<file path="config.mk">
export PLATFORM = sky130hd
export DESIGN_NAME = modbus_rtu_master_framer
export DESIGN_NICKNAME = d
export VERILOG_FILES = /design/src/hdl/mrf_pkg.sv /design/src/hdl/mrf_crc_unit.sv /design/src/hdl/mrf_core.sv /design/src/hdl/modbus_rtu_master_framer.sv
export SDC_FILE = /design/constraint.sdc
export NUM_CORES = 1
export LEC_CHECK = 0
export BUFFER_PORTS_ARGS = -buffer_cell sky130_fd_sc_hd__buf_2
export CAP_MARGIN = 20
export CORE_MARGIN = 2
export CORE_UTILIZATION = 30
export CTS_BUF_LIST = sky130_fd_sc_hd__clkbuf_4
export CTS_CLUSTER_DIAMETER = 200
export DETAILED_ROUTE_END_ITERATION = 16
export HOLD_SLACK_MARGIN = 0.08
export SLEW_MARGIN = 5
export SYNTH_ARGS = -nofsm -noshare
export SYNTH_HDL_FRONTEND = slang
export SYNTH_HIERARCHICAL = 1
export SYNTH_SLANG_ARGS = --single-unit
</file>
<file path="constraint.sdc">
create_clock -name clock -period 4.4 [get_ports clock]
set_clock_uncertainty 0.05 [all_clocks]
set_input_delay 0.44 -clock clock [delete_from_list [all_inputs] [get_ports clock]]
set_output_delay 0.44 -clock clock [all_outputs]
set_load 0.05 [all_outputs]
</file>
<file path="src/hdl/mrf_pkg.sv">
`timescale 1ns / 1ps
// Shared types, codes and the CRC-16 byte step for the Modbus RTU master framer.
// No dependencies; every other file refers to it by scoped names.
package mrf_pkg;

   localparam logic [15:0] CRC_INIT = 16'hFFFF;
   localparam logic [15:0] CRC_POLY = 16'hA001;

   localparam logic [2:0] STAT_OK        = 3'd0;
   localparam logic [2:0] STAT_BAD_SLAVE = 3'd1;
   localparam logic [2:0] STAT_BAD_FUNC  = 3'd2;
   localparam logic [2:0] STAT_EXCEPTION = 3'd3;
   localparam logic [2:0] STAT_BAD_CRC   = 3'd4;
   localparam logic [2:0] STAT_TOO_SHORT = 3'd5;

   localparam logic       KIND_TX      = 1'b0;
   localparam logic       KIND_VERDICT = 1'b1;

   localparam logic       REQ_ISSUE   = 1'b0;
   localparam logic       REQ_RX_BYTE = 1'b1;

   localparam logic [7:0] FC_LONG_LO      = 8'd1;
   localparam logic [7:0] FC_LONG_HI      = 8'd6;
   localparam logic [7:0] FC_READ_COILS   = 8'd1;
   localparam logic [7:0] FC_READ_HOLDING = 8'd3;
   localparam logic [7:0] FC_READ_INPUT   = 8'd4;
   localparam logic [7:0] ONE_BYTE_COUNT  = 8'd1;

   localparam logic [2:0] LONG_LAST_DATA  = 3'd5;
   localparam logic [2:0] SHORT_LAST_DATA = 3'd1;
   localparam logic [2:0] LONG_LAST_TX    = 3'd7;
   localparam logic [2:0] SHORT_LAST_TX   = 3'd3;
   localparam logic [2:0] RX_CRC_LAST     = 3'd4;
   localparam logic [2:0] RX_CRC_LO_POS   = 3'd5;
   localparam logic [2:0] RX_CRC_HI_POS   = 3'd6;
   localparam int         MIN_FRAME       = 8;
   localparam int         WIN_DEPTH       = 7;

   typedef struct packed {
      logic        init;
      logic        step;
      logic [7:0]  data;
   } crc_ctrl_type;

   typedef struct packed {
      logic        result_kind;
      logic [7:0]  tx_byte;
      logic        tx_last;
      logic [2:0]  status;
      logic [7:0]  exception_code;
      logic [7:0]  data_first;
      logic [7:0]  data_second;
   } rsp_item_type;

   function automatic logic [15:0] crc16_byte(input logic [15:0] crc, input logic [7:0] b);
      logic [15:0] c;
      c = crc ^ {8'h00, b};
      for (int k = 0; k < 8; k++) begin
         if (c[0]) begin
            c = (c >> 1) ^ CRC_POLY;
         end else begin
            c = c >> 1;
         end
      end
      return c;
   endfunction

endpackage

</file>
<file path="src/hdl/mrf_crc_unit.sv">
`timescale 1ns / 1ps
// Shared CRC-16 accumulator: one byte folded in per step, reloaded on init.
// Depends on mrf_pkg.
module mrf_crc_unit (
   input  logic                 clock,
   input  mrf_pkg::crc_ctrl_type ctrl,
   output logic [15:0]          crc_value
);

   logic [15:0] crc_ff;
   logic [15:0] crc_in;

   always_comb begin
      crc_in = crc_ff;
      if (ctrl.init) begin
         crc_in = mrf_pkg::CRC_INIT;
      end else if (ctrl.step) begin
         crc_in = mrf_pkg::crc16_byte(crc_ff, ctrl.data);
      end
   end

   always_ff @(posedge clock) begin
      crc_ff <= crc_in;
   end

   assign crc_value = crc_ff;

endmodule

</file>
<file path="src/hdl/mrf_core.sv">
`timescale 1ns / 1ps
// Sequencer of the framer: request framing, response window, checks and verdict.
// Depends on mrf_pkg; drives the shared CRC unit and the output stage.
module mrf_core #(
   parameter int unsigned MAX_FRAME_BYTES = 64
) (
   input  logic                  clock,
   input  logic                  reset,
   input  logic [7:0]            slave_address,
   input  logic                  req_valid,
   output logic                  req_ready,
   input  logic                  req_type,
   input  logic [7:0]            req_function_code,
   input  logic [15:0]           req_address,
   input  logic [15:0]           req_request_word,
   input  logic [7:0]            req_rx_byte,
   input  logic                  req_rx_last,
   input  logic                  req_coil_mode,
   input  logic                  out_free,
   output logic                  rsp_load,
   output mrf_pkg::rsp_item_type rsp_item,
   output mrf_pkg::crc_ctrl_type crc_ctrl,
   input  logic [15:0]           crc_value
);

   localparam int CNT_CAP = (MAX_FRAME_BYTES < 127) ? MAX_FRAME_BYTES : 127;
   localparam int CNT_W   = $clog2(CNT_CAP + 1);

   typedef enum logic [5:0] {
      S_IDLE    = 6'b000001,
      S_RQCRC   = 6'b000010,
      S_TX      = 6'b000100,
      S_CHECK   = 6'b001000,
      S_RXCRC   = 6'b010000,
      S_VERDICT = 6'b100000
   } state_type;

   state_type   state_ff, state_in;
   logic [7:0]  func_ff, func_in;
   logic [15:0] addr_ff, addr_in;
   logic [15:0] word_ff, word_in;
   logic        coil_ff, coil_in;
   logic        long_ff, long_in;
   logic [2:0]  idx_ff, idx_in;
   logic [2:0]  status_ff, status_in;
   logic [7:0]  exc_ff, exc_in;
   logic        crc_chk_ff, crc_chk_in;
   logic [7:0]  win_ff [mrf_pkg::WIN_DEPTH];
   logic [7:0]  win_in [mrf_pkg::WIN_DEPTH];
   logic [CNT_W-1:0] count_ff, count_in;
   logic [7:0]  held_first_ff, held_first_in;
   logic [7:0]  held_second_ff, held_second_in;

   logic        accept;
   logic [2:0]  base;
   logic [7:0]  fb;
   logic [7:0]  frame_byte;
   logic [2:0]  last_data;
   logic [2:0]  last_tx;
   logic        crc_bad;
   logic [2:0]  final_status;

   assign req_ready = (state_ff == S_IDLE);
   assign accept    = req_valid && req_ready;
   assign base      = coil_ff ? 3'd1 : 3'd0;
   assign fb        = win_ff[base + 3'd1];
   assign last_data = long_ff ? mrf_pkg::LONG_LAST_DATA : mrf_pkg::SHORT_LAST_DATA;
   assign last_tx   = long_ff ? mrf_pkg::LONG_LAST_TX : mrf_pkg::SHORT_LAST_TX;
   assign crc_bad   = (crc_value[7:0] != win_ff[mrf_pkg::RX_CRC_LO_POS]) ||
                      (crc_value[15:8] != win_ff[mrf_pkg::RX_CRC_HI_POS]);
   assign final_status = (crc_chk_ff && crc_bad) ? mrf_pkg::STAT_BAD_CRC : status_ff;

   always_comb begin
      frame_byte = 8'h00;
      if (long_ff) begin
         case (idx_ff)
            3'd0:    frame_byte = slave_address;
            3'd1:    frame_byte = func_ff;
            3'd2:    frame_byte = addr_ff[15:8];
            3'd3:    frame_byte = addr_ff[7:0];
            3'd4:    frame_byte = word_ff[15:8];
            3'd5:    frame_byte = word_ff[7:0];
            3'd6:    frame_byte = crc_value[7:0];
            default: frame_byte = crc_value[15:8];
         endcase
      end else begin
         case (idx_ff)
            3'd0:    frame_byte = slave_address;
            3'd1:    frame_byte = func_ff;
            3'd2:    frame_byte = crc_value[7:0];
            default: frame_byte = crc_value[15:8];
         endcase
      end
   end

   always_comb begin
      state_in       = state_ff;
      func_in        = func_ff;
      addr_in        = addr_ff;
      word_in        = word_ff;
      coil_in        = coil_ff;
      long_in        = long_ff;
      idx_in         = idx_ff;
      status_in      = status_ff;
      exc_in         = exc_ff;
      crc_chk_in     = crc_chk_ff;
      win_in         = win_ff;
      count_in       = count_ff;
      held_first_in  = held_first_ff;
      held_second_in = held_second_ff;
      crc_ctrl       = '0;
      rsp_load       = 1'b0;
      rsp_item       = '0;
      rsp_item.data_first  = held_first_ff;
      rsp_item.data_second = held_second_ff;

      case (state_ff)
         S_IDLE: begin
            if (accept) begin
               func_in = req_function_code;
               addr_in = req_address;
               word_in = req_request_word;
               coil_in = req_coil_mode;
               idx_in  = 3'd0;
               if (req_type == mrf_pkg::REQ_ISSUE) begin
                  long_in       = (req_function_code >= mrf_pkg::FC_LONG_LO) &&
                                  (req_function_code <= mrf_pkg::FC_LONG_HI);
                  crc_ctrl.init = 1'b1;
                  state_in      = S_RQCRC;
               end else begin
                  for (int i = 0; i < mrf_pkg::WIN_DEPTH - 1; i++) begin
                     win_in[i] = win_ff[i+1];
                  end
                  win_in[mrf_pkg::WIN_DEPTH-1] = req_rx_byte;
                  if (count_ff < CNT_W'(CNT_CAP)) begin
                     count_in = count_ff + CNT_W'(1);
                  end
                  if (req_rx_last) begin
                     state_in = S_CHECK;
                  end
               end
            end
         end
         S_RQCRC: begin
            crc_ctrl.step = 1'b1;
            crc_ctrl.data = frame_byte;
            idx_in        = idx_ff + 3'd1;
            if (idx_ff == last_data) begin
               idx_in   = 3'd0;
               state_in = S_TX;
            end
         end
         S_TX: begin
            if (out_free) begin
               rsp_load             = 1'b1;
               rsp_item.result_kind = mrf_pkg::KIND_TX;
               rsp_item.tx_byte     = frame_byte;
               rsp_item.tx_last     = (idx_ff == last_tx);
               idx_in               = idx_ff + 3'd1;
               if (idx_ff == last_tx) begin
                  state_in = S_IDLE;
               end
            end
         end
         S_CHECK: begin
            crc_chk_in = 1'b0;
            exc_in     = 8'h00;
            state_in   = S_VERDICT;
            if (count_ff < CNT_W'(mrf_pkg::MIN_FRAME)) begin
               status_in = mrf_pkg::STAT_TOO_SHORT;
            end else if (win_ff[base] != slave_address) begin
               status_in = mrf_pkg::STAT_BAD_SLAVE;
            end else if ({1'b0, fb[6:0]} != func_ff) begin
               status_in = mrf_pkg::STAT_BAD_FUNC;
            end else if (fb[7]) begin
               status_in = mrf_pkg::STAT_EXCEPTION;
               exc_in    = win_ff[base + 3'd2];
            end else begin
               status_in     = mrf_pkg::STAT_OK;
               crc_chk_in    = 1'b1;
               crc_ctrl.init = 1'b1;
               idx_in        = base;
               state_in      = S_RXCRC;
            end
         end
         S_RXCRC: begin
            crc_ctrl.step = 1'b1;
            crc_ctrl.data = win_ff[idx_ff];
            idx_in        = idx_ff + 3'd1;
            if (idx_ff == mrf_pkg::RX_CRC_LAST) begin
               state_in = S_VERDICT;
            end
         end
         S_VERDICT: begin
            if (out_free) begin
               if ((final_status == mrf_pkg::STAT_OK) &&
                   ((fb == mrf_pkg::FC_READ_COILS) || (fb == mrf_pkg::FC_READ_HOLDING) ||
                    (fb == mrf_pkg::FC_READ_INPUT))) begin
                  held_first_in = win_ff[base + 3'd3];
                  if (win_ff[base + 3'd2] != mrf_pkg::ONE_BYTE_COUNT) begin
                     held_second_in = win_ff[base + 3'd4];
                  end
               end
               rsp_load                = 1'b1;
               rsp_item.result_kind    = mrf_pkg::KIND_VERDICT;
               rsp_item.status         = final_status;
               rsp_item.exception_code = exc_ff;
               rsp_item.data_first     = held_first_in;
               rsp_item.data_second    = held_second_in;
               for (int i = 0; i < mrf_pkg::WIN_DEPTH; i++) begin
                  win_in[i] = 8'h00;
               end
               count_in = '0;
               state_in = S_IDLE;
            end
         end
         default: begin
            state_in = S_IDLE;
         end
      endcase
   end

   always_ff @(posedge clock) begin
      if (reset) begin
         state_ff       <= S_IDLE;
         count_ff       <= '0;
         held_first_ff  <= 8'h00;
         held_second_ff <= 8'h00;
         crc_chk_ff     <= 1'b0;
         for (int i = 0; i < mrf_pkg::WIN_DEPTH; i++) begin
            win_ff[i] <= 8'h00;
         end
      end else begin
         state_ff       <= state_in;
         count_ff       <= count_in;
         held_first_ff  <= held_first_in;
         held_second_ff <= held_second_in;
         crc_chk_ff     <= crc_chk_in;
         win_ff         <= win_in;
      end
   end

   always_ff @(posedge clock) begin
      func_ff   <= func_in;
      addr_ff   <= addr_in;
      word_ff   <= word_in;
      coil_ff   <= coil_in;
      long_ff   <= long_in;
      idx_ff    <= idx_in;
      status_ff <= status_in;
      exc_ff    <= exc_in;
   end

endmodule

</file>
<file path="src/hdl/modbus_rtu_master_framer.sv">
`timescale 1ns / 1ps
// Top level of the Modbus RTU master framer: register port, output stage.
// Depends on mrf_pkg, mrf_crc_unit and mrf_core.
//
//   channel  | handshake            | moves
//   ---------+----------------------+-------------------------------------------
//   req_     | req_valid/req_ready  | request issue or one received byte
//   rsp_     | rsp_valid/rsp_ready  | transmit byte or response verdict
//   csr      | psel/penable/pready  | slave_address at byte address 0
//
// A request is accepted, its CRC is taken over 2 or 6 frame bytes, and then one
// byte per cycle (4 or 8) goes out while the output stage is free. A non-final
// response byte keeps req_ready high; a final one runs the checks, a CRC walk
// of up to five window bytes and the verdict. req_ready is low while busy.
// Reset is synchronous; slave_address returns to 1 and the window clears.
// A stalled rsp_ready holds the result, and the sequencer waits at its next output.
module modbus_rtu_master_framer #(
   parameter int unsigned MAX_FRAME_BYTES = 64
) (
   input  logic        clock,
   input  logic        reset,
   input  logic        req_valid,
   output logic        req_ready,
   input  logic        req_type,
   input  logic [7:0]  req_function_code,
   input  logic [15:0] req_address,
   input  logic [15:0] req_request_word,
   input  logic [7:0]  req_rx_byte,
   input  logic        req_rx_last,
   input  logic        req_coil_mode,
   output logic        rsp_valid,
   input  logic        rsp_ready,
   output logic        rsp_result_kind,
   output logic [7:0]  rsp_tx_byte,
   output logic        rsp_tx_last,
   output logic [2:0]  rsp_status,
   output logic [7:0]  rsp_exception_code,
   output logic [7:0]  rsp_data_first,
   output logic [7:0]  rsp_data_second,
   input  logic        psel,
   input  logic        penable,
   input  logic        pwrite,
   input  logic [2:0]  paddr,
   input  logic [31:0] pwdata,
   output logic [31:0] prdata,
   output logic        pready
);

   logic [7:0]            slave_ff, slave_in;
   logic                  rsp_valid_ff, rsp_valid_in;
   mrf_pkg::rsp_item_type item_ff;
   mrf_pkg::rsp_item_type core_item;
   mrf_pkg::crc_ctrl_type crc_ctrl;
   logic [15:0]           crc_value;
   logic                  out_free;
   logic                  rsp_load;

   assign pready = 1'b1;
   assign prdata = (paddr[2] == 1'b0) ? {24'h000000, slave_ff} : 32'h00000000;

   always_comb begin
      slave_in = slave_ff;
      if (psel && penable && pwrite && (paddr[2] == 1'b0)) begin
         slave_in = pwdata[7:0];
      end
   end

   assign out_free = !rsp_valid_ff || rsp_ready;

   always_comb begin
      rsp_valid_in = rsp_valid_ff;
      if (rsp_load) begin
         rsp_valid_in = 1'b1;
      end else if (rsp_ready) begin
         rsp_valid_in = 1'b0;
      end
   end

   always_ff @(posedge clock) begin
      if (reset) begin
         slave_ff     <= 8'd1;
         rsp_valid_ff <= 1'b0;
      end else begin
         slave_ff     <= slave_in;
         rsp_valid_ff <= rsp_valid_in;
      end
   end

   always_ff @(posedge clock) begin
      if (rsp_load) begin
         item_ff <= core_item;
      end
   end

   mrf_crc_unit u_crc (
      .clock     (clock),
      .ctrl      (crc_ctrl),
      .crc_value (crc_value)
   );

   mrf_core #(
      .MAX_FRAME_BYTES (MAX_FRAME_BYTES)
   ) u_core (
      .clock             (clock),
      .reset             (reset),
      .slave_address     (slave_ff),
      .req_valid         (req_valid),
      .req_ready         (req_ready),
      .req_type          (req_type),
      .req_function_code (req_function_code),
      .req_address       (req_address),
      .req_request_word  (req_request_word),
      .req_rx_byte       (req_rx_byte),
      .req_rx_last       (req_rx_last),
      .req_coil_mode     (req_coil_mode),
      .out_free          (out_free),
      .rsp_load          (rsp_load),
      .rsp_item          (core_item),
      .crc_ctrl          (crc_ctrl),
      .crc_value         (crc_value)
   );

   assign rsp_valid          = rsp_valid_ff;
   assign rsp_result_kind    = item_ff.result_kind;
   assign rsp_tx_byte        = item_ff.tx_byte;
   assign rsp_tx_last        = item_ff.tx_last;
   assign rsp_status         = item_ff.status;
   assign rsp_exception_code = item_ff.exception_code;
   assign rsp_data_first     = item_ff.data_first;
   assign rsp_data_second    = item_ff.data_second;

endmodule

</file>
==> results.rst <==
.. list-table::
   :header-rows: 1

   * - Metric
     - Value
   * - Power dissipated by switching net loads
     - 2340 uW
   * - Static Leakage
     - 0.00493 uW
   * - DR DRC count
     - 0
   * - Leading cell types in the layout, fill and taps excluded
     - nor2_1 (123), buf_2 (113), dfxtp_1 (111)
   * - Number of cells in the design after placement
     - 1,525
   * - Synthesized area
     - 10,400 sq um
   * - Data arrival time at the worst-slack endpoint
     - 4.32 ns
   * - Worst slew margin relative to its limit
     - 26.6%
   * - Worst-margin pin slew
     - 1.10 ns
   * - Number of nets still failing antenna checks after routing
     - 0
   * - Post-layout instance area
     - 12,700 sq um
   * - Post-route fraction of the period consumed by the critical path
     - 86.0%
   * - Maximum number of pins on one net before global-route repair
     - 59
   * - Number of library cell types mapped by synthesis
     - 73
   * - Worst Hold Path Cells
     - 3
   * - Gate family responsible for the most delay along the worst path
     - XOR/XNOR gates
   * - Capture instance of the worst register-to-register path
     - u_crc/crc_value[14]
   * - Final HPWL DP
     - 19,200 um
   * - Leading area contributor after synthesis
     - edfxtp_1
   * - Sequential share of power
     - 39.0%
   * - Global-route wire length before repair
     - 44,000 um
   * - CORE AREA
     - 34,400 sq um
   * - Depth of the worst register-to-register path
     - 13
   * - Number of vias after detailed routing
     - 8,388
   * - Area of the die
     - 36,300 sq um
   * - EDFF count, synth
     - 93
   * - Count of state elements after synthesis
     - 204
   * - Setup-violating endpoint count in the final report
     - 0
   * - Most used DFF post-synth
     - dfxtp_1
   * - Power Total
     - 6510 uW
   * - Final period demand of the worst path
     - 3.79 ns
   * - Number of H-tree levels
     - 2
   * - Number of core rows
     - 68
   * - Cells resized by post-CTS repair
     - 0
   * - Crit path buf inv count
     - 2
   * - TritonCTS clock tree
     - done
   * - Beginning of the worst hold path
     - req_type
   * - Count of warnings emitted by yosys
     - 6
   * - Global-route congestion overflow total
     - 0
   * - Class of the tightest hold or removal check
     - in -> reg
   * - Source-to-sink clock delay at the later pin of the worst-skew pair
     - 0.71 ns
   * - Buffer cell driving the clock tree root
     - clkbuf_4
   * - # nets final
     - 1,285
   * - Power density over the cells
     - 514 nW/um^2
   * - Run status
     - completed
   * - Most repeated library cell on the critical path
     - o22ai_1
   * - IO buf count
     - 113
   * - Largest incremental delay on the critical path
     - 0.60 ns
   * - Starting density of the core
     - 30.4%
   * - Worst setup SP type
     - flip-flop
   * - Slowest library cell on the worst path
     - xor3_2
   * - Avg Vias per Cell
     - 4.96
   * - Bufs on Longest Clock Path
     - 3
   * - Slew Viols, Final
     - 0
   * - Clock slew at the register clock pins of the worst setup and hold paths
     - 0.07 ns
   * - X dimension of the die
     - 191 um
   * - Data required, critical path
     - 4.94 ns
   * - Slack of the worst reg-to-reg path
     - 0.61 ns
   * - Critical path class
     - reg -> reg
   * - MaxCap Viol Count
     - 0
   * - Cell Chain, Critical Path
     - inv_1 -> ha_1 -> nor2b_1 -> buf_4 -> a21o_1 -> o22ai_1 -> o22a_1 -> o22ai_1 -> xnor2_2 -> xor3_2 -> xnor3_1 -> nor2_1 -> a211o_1
   * - Vias in the first global route
     - 7,764
   * - Clock share of power
     - 27.7%
   * - Instance count of the mapped netlist
     - 1,007
   * - CTS buffer count
     - 57
   * - Fill cell instance count of the final layout
     - 3,468
   * - Height of the die
     - 191 um
   * - Final hold violation count
     - 0
   * - Peak ir drop on the vdd network
     - 358 uV
   * - Fraction of post-synthesis cell area in the top cell type by area
     - 26.7%
   * - Routability congestion estimate from global placement
     - 0.903
   * - First-pass iteration count of the detailed router
     - 5
   * - Hold Crit Endpoint
     - u_core/state_ff[1]
   * - Synth Area per Inst
     - 10.4 sq um
   * - Count of placed standard cells in the final layout, fillers left out
     - 1,690
   * - Internal power
     - 4170 uW
   * - Worst R2R Start
     - u_core/idx_ff[0]
   * - Iteration-0 DRC Markers
     - 757
   * - Combinational share of power
     - 33.3%
   * - Clk sink count
     - 204
   * - Signed area change from the synthesized netlist to the final layout
     - 21.3%
   * - Routed WL
     - 28,700 um
   * - Initial antenna violation count
     - 1
   * - Synth async-reset ratio
     - 0%
   * - RSZ-0062 raised after global routing
     - false
   * - Sequential fraction of the synthesis area
     - 48.0%
   * - Proportion of layout cells with a drive suffix above 1
     - 23.2%
   * - Overall Global Routing Usage
     - 15.5%
   * - Max Clk Rate
     - 264 MHz
   * - Average wire per cell in the routed design
     - 17.0 um
   * - # IOs
     - 165
   * - Type of element capturing the critical path
     - flip-flop
   * - Crit-path max FO
     - 9
   * - Post-detailed-placement cell area
     - 11,300 sq um
   * - Cell types occupying the most area after synthesis
     - edfxtp_1 (27%), dfxtp_1 (21%), mux2i_1 (5.3%), a21oi_1 (4.9%), nor2_1 (4.4%)
   * - Setup TNS
     - 0 ns
   * - Most common cell after layout, fill and taps aside
     - nor2_1
   * - Fraction of power spent switching nets
     - 35.9%
-- repair_timing --
| action | in CTS | in global routing |
|---|---|---|
| setup endpoints to repair | 0 | 0 |
| hold buffers | 57 | 0 |
| buffers inserted | 0 | 0 |
| hold endpoints to repair | 58 | 0 |
-- per-layer routing --
layer / part of all wire (%) / global-route usage (%) / routed length, um / vias to the layer above
met5: 0 / 0 / 0 / -
met4: 2.1 / 4.53 / 598 / 0
met3: 6.7 / 2.85 / 1940 / 43
met2: 44 / 23.7 / 12600 / 323
met1: 47 / 22.2 / 13600 / 4002
li1: - / - / - / 4020
-- kinds of logic (layout without fill, tap and decap cells) --
group                      after synthesis  after routing  share of synthesized area [%]
adders and majority gates                6              6                          0.719
AOI/OAI and AO/OA                      218            218                           13.7
DFF                                    204            204                           48.0
and+or+nand+nor                        344            344                           18.3
buffers and inverters                  107            311                           5.49
muxes                                   64             64                           7.14
other                                    2             26                         0.0719
xor gates and xnor gates                62             62                           6.54
-- cells in the mapped netlist (3+ instances only) --
master,number
a211o_1,12
a21boi_0,8
a21o_1,9
a21oi_1,102
a21oi_4,4
a222oi_1,8
a22oi_1,9
a31oi_1,11
and2_1,12
and2b_2,8
and3_1,59
and3_4,7
buf_2,10
buf_4,27
buf_6,4
clkbuf_1,49
dfxtp_1,111
edfxtp_1,93
ha_1,6
inv_1,13
mux2i_1,55
mux4_2,8
nand2_1,33
nand2b_1,15
nand3_1,15
nand3b_1,3
nand4_1,11
nor2_1,123
nor2b_1,14
nor2b_4,4
nor3_1,7
nor3_2,9
nor4_1,6
nor4b_1,4
o211ai_1,11
o21ai_0,6
o22a_1,8
o22ai_1,16
or4_1,3
xnor2_1,31
xnor2_2,5
xnor3_1,3
xor2_1,19
-- registers in the layout, indices dropped and copies added, names as in the netlist, 16 cells and up --
register         count
u_crc/crc_value     16
u_core/word_ff      16
u_core/win_ff       56
u_core/addr_ff      16
-- worst register-to-register path: stages, from the launching register on --
cell	delay, ns
edfxtp_1	0.45
inv_1	0.15
ha_1	0.19
nor2b_1	0.53
buf_4	0.28
a21o_1	0.14
o22ai_1	0.07
o22a_1	0.23
o22ai_1	0.24
xnor2_2	0.20
xor3_2	0.60
xnor3_1	0.29
nor2_1	0.05
a211o_1	0.24
-- power by group through the flow --
stage / clock network (uW) / registers, uW / logic (uW)
finish: 1800 / 2540 / 2170
global route: 1970 / 2570 / 2340
CTS: 1850 / 2530 / 2150
detailed placement: 0 / 2570 / 2100
global placement: 0 / 2570 / 2070
floorplan: 0 / 2440 / 1700
-- area by class of cell --
cell class	count	area (sq um)	share of cell area, %
clock inverters	17	96.3	0.761
inverters	14	52.6	0.415
diodes	1	2.50	0.0198
flip-flops and latches	204	5010	39.6
well taps	455	569	4.50
clock buffers	90	676	5.34
multi-input cells	719	4960	39.2
repair buffers	190	1290	10.2
-- worst max-delay path by stage --
| stage | to | slack [ns] | start | depth (start not counted) |
|---|---|---|---|---|
| after floorplan | u_crc/crc_value[14] | 0.25 | u_core/idx_ff[1] | 14 |
| after global placement | u_crc/crc_value[14] | 0.73 | u_core/idx_ff[0] | 13 |
| after detailed placement | u_crc/crc_value[14] | 0.64 | u_core/idx_ff[0] | 13 |
| after CTS | u_crc/crc_value[14] | 0.65 | u_core/idx_ff[0] | 13 |
| after global routing | u_crc/crc_value[14] | 0.42 | u_core/idx_ff[0] | 13 |
| final | u_crc/crc_value[14] | 0.61 | u_core/idx_ff[0] | 13 |
-- per-stage QoR --
| step | setup WS (ns) | hold slack [ns] | utilization (%) |
|---|---|---|---|
| 2_1_floorplan | 0.249 | 0.386 | - |
| 3_3_place_gp | 0.726 | 0.439 | 32.9 |
| 3_5_place_dp | 0.641 | 0.451 | 32.9 |
| 4_1_cts | 0.654 | 0.0830 | 36.8 |
| 5_1_grt | 0.421 | 0.0967 | 36.8 |
| 6_report | 0.614 | 0.123 | 36.8 |
No activity file was read; power rests on OpenSTA's default activity.
